<file path="src/design/swik_ram.sv">
`timescale 1ns / 1ps
// ----------------------------------------------------------------------------
// Generic single-port-write RAM
// One write port and one read port with registered read data.
// ----------------------------------------------------------------------------
module swik_ram #(
   parameter int WIDTH = 32,
   parameter int DEPTH = 48
) (
   input  logic                     clock,
   input  logic                     wr_en,
   input  logic [$clog2(DEPTH)-1:0] wr_addr,
   input  logic [WIDTH-1:0]         wr_data,
   input  logic                     rd_en,
   input  logic [$clog2(DEPTH)-1:0] rd_addr,
   output logic [WIDTH-1:0]         rd_data
);

   logic [WIDTH-1:0] mem [DEPTH];

   always_ff @(posedge clock) begin
      if (wr_en) begin
         mem[wr_addr] <= wr_data;
      end
      if (rd_en) begin
         rd_data <= mem[rd_addr];
      end
   end

endmodule

</file>
<file path="config.mk">
export PLATFORM = sky130hd
export DESIGN_NAME = swik_ram
export DESIGN_NICKNAME = d
export VERILOG_FILES = /design/src/design/swik_ram.sv
export SDC_FILE = /design/constraint.sdc
export NUM_CORES = 1
export LEC_CHECK = 0
export ABC_CLOCK_PERIOD_IN_PS = 9800
export BUFFER_PORTS_ARGS = -buffer_cell sky130_fd_sc_hd__buf_2
export CAP_MARGIN = 15
export CORE_MARGIN = 2
export CORE_UTILIZATION = 35
export CTS_BUF_LIST = sky130_fd_sc_hd__clkbuf_8
export DETAILED_ROUTE_END_ITERATION = 6
export GPL_TIMING_DRIVEN = 0
export PLACE_DENSITY = 0.54
export SYNTH_ARGS = -nofsm -noshare
export SYNTH_HDL_FRONTEND = slang
export SYNTH_SLANG_ARGS = --single-unit
</file>
<file path="constraint.sdc">
create_clock -name clock -period 9.8 [get_ports clock]
set_input_delay 1.47 -clock clock [delete_from_list [all_inputs] [get_ports clock]]
set_output_delay 1.47 -clock clock [all_outputs]
set_load 0.01 [all_outputs]
</file>
==> metrics.md <==
| Metric | Value |
|---|---|
| Post-CTS Repair Setup Buffers | 0 |
| Fraction of layout cells with a size suffix above 1 | 22.5% |
| Worst Path Required | 10.46 ns |
| Count of cell types in the netlist | 29 |
| Vias | 31324 |
| Flops & latches, synth | 1568 |
| First-pass GRT wire length | 247000 um |
| CTS resizes | 0 |
| Max Cap Viol | 0 |
| CP Max Fanout | 10 |
| Critical path class | in2reg |
| Final min period | 4.14 ns |
| Detail Placement HPWL | 115000 um |
| Initial antenna violation count | 10 |
| Largest net degree at the start of global routing | 49 |
| Synth area leader | edfxtp_1 |
| Synth warn | 0 |
| Hold Path Class | in2reg |
| Remaining Overflow, GRT | 0 |
| Slew HR | 15.8% |
| Pwr/cell area | 194 nW/um2 |
| Port-buffer cells | 73 |
| Vias per cell | 5.36 |
| Pleak | 23.5 nW |
| Die Ht | 420 um |
| Synthesized area per cell | 20.8 um2 |
| Clock sink count | 1568 |
| Per-cell routed wire length | 30.6 um |
| Setup total negative slack | 0 ns |
| Width of the die | 420 um |
| Outcome | completed |
| Root Driver | clkbuf_8 |
| Ys async rst share | 0% |
| Syn-to-layout area delta | 16.3% |
| Top cell type's share of synthesized area | 77.9% |
| Inserted Clock Buffers | 284 |
| Global-route usage over all layers | 20.3% |
| Reg clk slew, reported paths | 0.06 ns |
| Reg-to-reg setup timing slack | 7.34 ns |
| WP data arrival | 4.79 ns |
| Iteration count of the initial detailed-routing pass | 5 |
| Final instance area | 70300 um2 |
| Worst-Skew Late Latency | 1.02 ns |
| Fin. max-slew vios | 0 |
| Top post-synthesis cells by area | edfxtp_1, mux2i_1, mux4_2 |
| Post-Syn Nets | 2959 |
| Final cycle utilization of the critical path | 42.2% |
| Filler Cell Count | 15217 |
| DRC viols | 0 |
| Die area | 176000 um2 |
| CTS max path bufs | 4 |
| I/O pin total | 79 |
| Skew final | 0.0677 ns |
| Hold Violations, Final | 0 |
| Rows | 152 |
| Max Clk Rate | 242 MHz |
| # H-tree levels | 5 |
| Post-DP Area | 65600 um2 |
| Max VDD drop | 150 uV |
| Starting DRT DRC Count | 3442 |
| Top FF cell, synth | edfxtp_1 |
| Initial Util | 35.2% |
| Placer Congestion | 0.820 |
| Seq/Total Area, Yosys | 77.9% |
| Post-Syn Area | 60500 um2 |
| Core area | 172000 um2 |
| WL final | 179000 um |
| Setup repair after global routing missed its margin | no |
| Crit start category | input pin |
| Setup violators final | 0 |
| Vias in the first global route | 31589 |
| CTS tree | yes |
| Worst setup EP type | register |
| Nets | 3395 |
| Post-DRT Antenna Nets | 0 |
| Worst slew pin tran | 1.26 ns |
| EDFF count, synth | 1568 |
| Post-Synthesis Cells | 2912 |
| Hold_buf cts | 0 |
layout make-up:
cell class | instances | area (um2) | area share, %
flip-flops and latches | 1568 | 47100 | 66.9
well taps | 2310 | 2890 | 4.11
clock buffers | 293 | 4030 | 5.73
diodes | 9 | 22.5 | 0.0320
plain buffers | 174 | 1050 | 1.49
repair buffers | 150 | 1850 | 2.63
clock inverters | 168 | 713 | 1.01
multi-input cells | 1170 | 12700 | 18.1
per-stage QoR:
stage	instances	hold slack [ns]	setup slack [ns]	util (%)	power [W]
5_1_grt	5836	0.953	5.74	40.9	0.0141
6_report	5842	0.927	5.66	41.0	0.0136
4_1_cts	5832	0.916	5.77	40.9	0.0137
3_5_place_dp	5371	1.01	4.68	38.2	0.00839
3_3_place_gp	5295	0.993	0.674	37.1	0.00837
2_1_floorplan	2912	0.840	5.18	-	0.00799
Yosys cell counts, types with 5 or more instances:
library cell / instances
buf_4: 23
nand2_1: 39
edfxtp_1: 1568
a21oi_1: 64
buf_1: 21
buf_6: 36
mux4_2: 160
mux2i_1: 512
nor2_1: 47
o22ai_1: 32
nand2b_1: 5
nor2b_1: 6
o41ai_2: 32
clkbuf_1: 71
a22o_1: 64
a221oi_1: 64
buf_2: 22
nand3_1: 5
a22oi_1: 128
per-layer routing:
metal	wire, um	global-route usage, %	part of all wire [%]	up-vias
met3	13200	4.02	7.4	335
met5	7	0	0.0039	-
met4	5550	7.11	3.1	2
met1	73900	27.1	41	16537
li1	-	-	-	13072
met2	86200	33.0	48	1378
layout by cell type, fill, tap and decap left out, types with 32 or more instances in the layout:
cell	synthesis	routed
o41ai_2	32	32
mux2i_1	512	512
clkinv_1	0	48
buf_12	0	42
mux4_2	160	160
clkbuf_8	0	293
a22oi_1	128	128
o22ai_1	32	32
buf_6	36	53
clkbuf_1	71	71
buf_2	22	95
edfxtp_1	1568	1568
inv_1	0	94
a22o_1	64	64
a21oi_1	64	64
nand2_1	39	39
a221oi_1	64	64
nor2_4	0	44
logic make-up (layout without fill, tap and decap cells):
kind of cell / count (synthesis) / count (layout) / share of synthesized area [%]
buffers and inverters: 174 / 785 / 1.73
AO/OA/AOI/OAI: 384 / 384 / 5.16
AND/OR/NAND/NOR: 114 / 114 / 0.821
multiplexers: 672 / 672 / 14.4
other: 0 / 9 / 0
flip-flops: 1568 / 1568 / 77.9
power breakdown:
part           internal, W  switching, W
logic             0.000255      0.000536
clock network      0.00277       0.00262
registers          0.00745     0.0000126
flip-flops by register name, indices dropped and copies added (netlist names):
signal   count
rd_data     32
mem       1536
critical path: stages:
cell	delay, ns
clkbuf_1	0.66
or2_2	0.23
clkbuf_1	0.43
clkbuf_1	0.80
o22ai_1	0.29
o41ai_2	0.90
final timing paths:
path	startpoint	endpoint	cells past startpoint
max reg2reg	mem[12][5]	rd_data[5]	5
max	rd_addr[3]	rd_data[20]	6
min	rd_en	rd_data[30]	1
min reg2reg	mem[6][30]	rd_data[30]	4
Note: power is estimated with default switching activity, not from simulation.
